$ cat src/design/gcs_pkg.sv
// Package for the grapheme cluster segmenter: break classes, command codes,
// per-text tracking context and the decision flags passed between modules.
// No dependencies.
package gcs_pkg;

  localparam int unsigned CLASS_W = 4;
  localparam int unsigned BYTES_W = 3;
  localparam int unsigned OUT_W   = 32;

  localparam logic CMD_CP  = 1'b0;
  localparam logic CMD_EOT = 1'b1;

  typedef enum logic [CLASS_W-1:0] {
    CLS_OTHER   = 4'd0,
    CLS_CR      = 4'd1,
    CLS_LF      = 4'd2,
    CLS_CONTROL = 4'd3,
    CLS_EXTEND  = 4'd4,
    CLS_ZWJ     = 4'd5,
    CLS_SPACING = 4'd6,
    CLS_PREPEND = 4'd7,
    CLS_RI      = 4'd8,
    CLS_L       = 4'd9,
    CLS_V       = 4'd10,
    CLS_T       = 4'd11,
    CLS_LV      = 4'd12,
    CLS_LVT     = 4'd13
  } gb_class_e;

  typedef struct packed {
    gb_class_e prev_class;
    logic      text_open;
    logic      ri_run_odd;
    logic      after_zwj;
    logic      last_base_pict;
  } ctx_t;

  typedef struct packed {
    logic emit;
    logic open;
    logic clear;
  } dec_t;

endpackage

$ cat src/design/gcs_rules.sv
// Boundary rule chain and context tracking for one registered beat.
// Depends on gcs_pkg.
module gcs_rules import gcs_pkg::*; (
  input  ctx_t               ctx_i,
  input  logic               cmd_i,
  input  logic [CLASS_W-1:0] gb_class_i,
  input  logic               pict_i,
  output ctx_t               ctx_o,
  output dec_t               dec_o
);

  gb_class_e cls;
  gb_class_e p;
  logic      ctl_p;
  logic      ctl_c;
  logic      bnd;
  ctx_t      base;

  assign cls = (gb_class_i > CLS_LVT) ? CLS_OTHER : gb_class_e'(gb_class_i);
  assign p   = ctx_i.prev_class;

  assign ctl_p = (p == CLS_CR) || (p == CLS_LF) || (p == CLS_CONTROL);
  assign ctl_c = (cls == CLS_CR) || (cls == CLS_LF) || (cls == CLS_CONTROL);

  always_comb begin
    if (p == CLS_CR && cls == CLS_LF) begin
      bnd = 1'b0;
    end else if (ctl_p || ctl_c) begin
      bnd = 1'b1;
    end else if (p == CLS_L && (cls == CLS_L || cls == CLS_V || cls == CLS_LV ||
                                cls == CLS_LVT)) begin
      bnd = 1'b0;
    end else if ((p == CLS_LV || p == CLS_V) && (cls == CLS_V || cls == CLS_T)) begin
      bnd = 1'b0;
    end else if ((p == CLS_LVT || p == CLS_T) && cls == CLS_T) begin
      bnd = 1'b0;
    end else if (cls == CLS_EXTEND || cls == CLS_ZWJ || cls == CLS_SPACING) begin
      bnd = 1'b0;
    end else if (p == CLS_PREPEND) begin
      bnd = 1'b0;
    end else if (pict_i && ctx_i.after_zwj) begin
      bnd = 1'b0;
    end else if (p == CLS_RI && cls == CLS_RI && ctx_i.ri_run_odd) begin
      bnd = 1'b0;
    end else begin
      bnd = 1'b1;
    end
  end

  always_comb begin
    base  = ctx_i;
    dec_o = '0;
    ctx_o = ctx_i;
    if (cmd_i == CMD_EOT) begin
      dec_o.emit  = ctx_i.text_open;
      dec_o.clear = 1'b1;
      ctx_o       = '0;
    end else begin
      if (!ctx_i.text_open) begin
        base.ri_run_odd     = 1'b0;
        base.after_zwj      = 1'b0;
        base.last_base_pict = 1'b0;
        dec_o.open          = 1'b1;
      end else if (bnd) begin
        dec_o.emit = 1'b1;
        dec_o.open = 1'b1;
      end
      ctx_o.text_open  = 1'b1;
      ctx_o.prev_class = cls;
      ctx_o.ri_run_odd = (cls == CLS_RI) ? !base.ri_run_odd : 1'b0;
      if (cls == CLS_EXTEND) begin
        ctx_o.after_zwj      = 1'b0;
        ctx_o.last_base_pict = base.last_base_pict;
      end else if (cls == CLS_ZWJ) begin
        ctx_o.after_zwj      = base.last_base_pict;
        ctx_o.last_base_pict = 1'b0;
      end else begin
        ctx_o.after_zwj      = 1'b0;
        ctx_o.last_base_pict = pict_i;
      end
    end
  end

endmodule

$ cat config.mk
export PLATFORM = sky130hd
export DESIGN_NAME = gcs_rules
export DESIGN_NICKNAME = d
export VERILOG_FILES = /design/src/design/gcs_pkg.sv /design/src/design/gcs_rules.sv
export SDC_FILE = /design/constraint.sdc
export NUM_CORES = 1
export LEC_CHECK = 0
export ABC_AREA = 1
export BUFFER_PORTS_ARGS = -buffer_cell sky130_fd_sc_hd__buf_4
export CORE_AREA = 2 2 39 41
export DETAILED_ROUTE_END_ITERATION = 10
export DIE_AREA = 0 0 41 43
export PLACE_DENSITY = 0.62
export SYNTH_ARGS = -nofsm -noshare
export SYNTH_HDL_FRONTEND = slang
export SYNTH_SLANG_ARGS = --single-unit
$ cat constraint.sdc
create_clock -name vclk -period 2.6
set_input_delay 0.52 -clock vclk [all_inputs]
set_output_delay 0.52 -clock vclk [all_outputs]
set_load 0.03 [all_outputs]
==> results.cfg <==
[status]
status = complete, no violations

[final_layout]
synthToLayoutAreaGrowth_pct = 54.0
final_nets = 121
antennaDiodeCount = 0
ff_latch_area_sq_um = 0
layout-drive-gt1-share_pct = 41.0
seq_cells = 0
nClkBuffers = 0
n_fill_cell = 171
multi_input_area_sq_um = 314

[synthesis]
yosysWarnings = 0
synthXorXnorAreaFrac_pct = 0
synth_area_leaders = nand2_1 (27%), nor2_1 (13%), nand3_1 (12%), inv_2 (8.1%), inv_1 (6.0%)
synthTopCellsByCount = nand2_1 (27), nor2_1 (13), nand3_1 (9)
avgSynthCellArea_sq_um = 4.60
synth_area_sq_um = 373
synthMuxAreaShare_pct = 0
syn_nets = 95
synth_fa_ha_area_share_pct = 0
synth-compound-area-share_pct = 9.73
synth_top_area_share_pct = 27.2
synthSimpleGateAreaFrac_pct = 74.2
synth_most_common_cell = nand2_1
synth_cells = 81
synth.distinct_cells = 16
synth_top_family_by_area = simple AND/OR/NAND/NOR gates
yosysSeqAreaShare_pct = 0
yosys.area.top_type = nand2_1

[power_and_ir_drop]
powerDensity_mw_per_mm2 = 177
ir_worst_vdd_uv = 66.1
power_leakage_nw = 0.340

[critical_path]
cp_cell_sequence = buf_4 -> o21ai_0 -> nand2_1 -> nand2_1 -> nand2_1 -> nor2_2 -> nand2_1 -> nand2_1 -> nand2_2 -> a21oi_2 -> buf_4
cp-startpoint = gb_class_i[2]
critical_path.most_common_cell = nand2_1
critPathLaunchType = primary input
critical_path_class = in -> out
critical-path-max-stage-delay_ps = 170
required_ps = 2080
endpoint_kind = primary output
cpMaxStageDelayCell = o21ai_0
cp.arrival_ps = 1540
endpoint = dec_o[1]
path_max_fanout = 6

[grt]
antenna_found_initial = 0
grt-ovfl-total = 0
grt_max_degree = 9
grt_pass1_vias = 432
grt_pass1_wl_um = 1640
grtUsageTotal_pct = 12.4

[timing]
worstMarginPinSlew_ps = 352
timing.final.ws_setup_ps = 539
slew_violations = 0
setup_viol = 0
fin_setup_tns_ps = 0
fmax_ghz = 0.485
hold_viol = 0
finalCritPeriodShare_pct = 79.3
slew_headroom_pct = 76.5
layout_min_cycle_time_ps = 2060
rsz0062_at_grt = no

[detailed_routing]
ant_nets = 0
dr.pass1.iters = 4
route.vias.total = 559
drc = 0
post_drt_wl_per_cell_um = 9.15
vias_per_cell = 4.62
routed_wl_um = 1110
drtIter0Drc = 7

[flow_run]
maxCapViolCount = 0

[cts]
postCtsSetupRepairBufs = 0
postCtsHoldBufs = 0
ctsResizeCount = 0

[die]
dieArea_sq_mm = 0.00176
io_pins = 25
fp-row-count = 14
core_area_sq_mm = 0.00138
start_util_pct = 26.9
die_w_um = 41
dieHeight_um = 43

[place]
pre_cts_ws_ps = 524
gp_congestion = 0.771
numPortBuffers = 25
dp_hpwl_um = 969

[min_path]
hold_path_class = in -> out
placed cells by master (no fill, tap or decap), drive strengths merged:
| cell type | synthesis | layout |
|---|---|---|
| a2111oi | 1 | 1 |
| buf | 1 | 25 |
| o21ai | 1 | 1 |
| a21oi | 3 | 3 |
| nor2 | 16 | 16 |
| nand3 | 10 | 10 |
| nand4 | 2 | 2 |
| nand2 | 30 | 30 |
| inv | 14 | 14 |
| nor3 | 3 | 3 |
report_power, final:
| part | internal, mW | switching (mW) | total [mW] |
|---|---|---|---|
| sequential | 0 | 0 | 0 |
| combinational | 0.0398 | 0.0618 | 0.102 |
| clock | 0 | 0 | 0 |
critical path, delay by kind of cell:
kind | cells | cell delay, ps
compound gates | 2 | 280
simple gates | 7 | 430
buf+inv | 2 | 300
stage by stage:
step	total power [mW]	hold slack, ps	util, %	instance area [sq um]	instances
after global placement	0.101	1340	41.5	574	121
final	0.102	1340	41.5	574	121
after floorplan	0.0572	1100	-	374	81
after detailed placement	0.102	1340	41.5	574	121
after global routing	0.112	1360	41.5	574	121
after CTS	0.102	1340	41.5	574	121
worst min path at each step:
stage | start | endpoint | slack, ps | cells after the start
2_1_floorplan | cmd_i | dec_o[1] | 1100 | 1
3_3_place_gp | cmd_i | dec_o[0] | 1340 | 2
3_5_place_dp | cmd_i | dec_o[0] | 1340 | 2
4_1_cts | cmd_i | dec_o[0] | 1340 | 2
5_1_grt | cmd_i | dec_o[0] | 1360 | 2
6_report | cmd_i | dec_o[0] | 1340 | 2
metal layers:
layer,global-route usage [%],routed length (um)
met4,0,0
met5,0,0
met3,0.524,142
met2,21.6,465
met1,17.1,499
cell type report:
type                            count  share of cell area, %
Timing Repair Buffer               25                   32.7
Tap cell                           16                   3.49
Inverter                           14                   9.15
Multi-Input combinational cell     66                   54.7
cells by family (layout without fill, tap and decap cells):
group,after synthesis,in the layout
buffers and inverters,15,39
AOI/OAI and AO/OA,5,5
and+or+nand+nor,61,61
No activity file was read; power rests on OpenSTA's default activity.
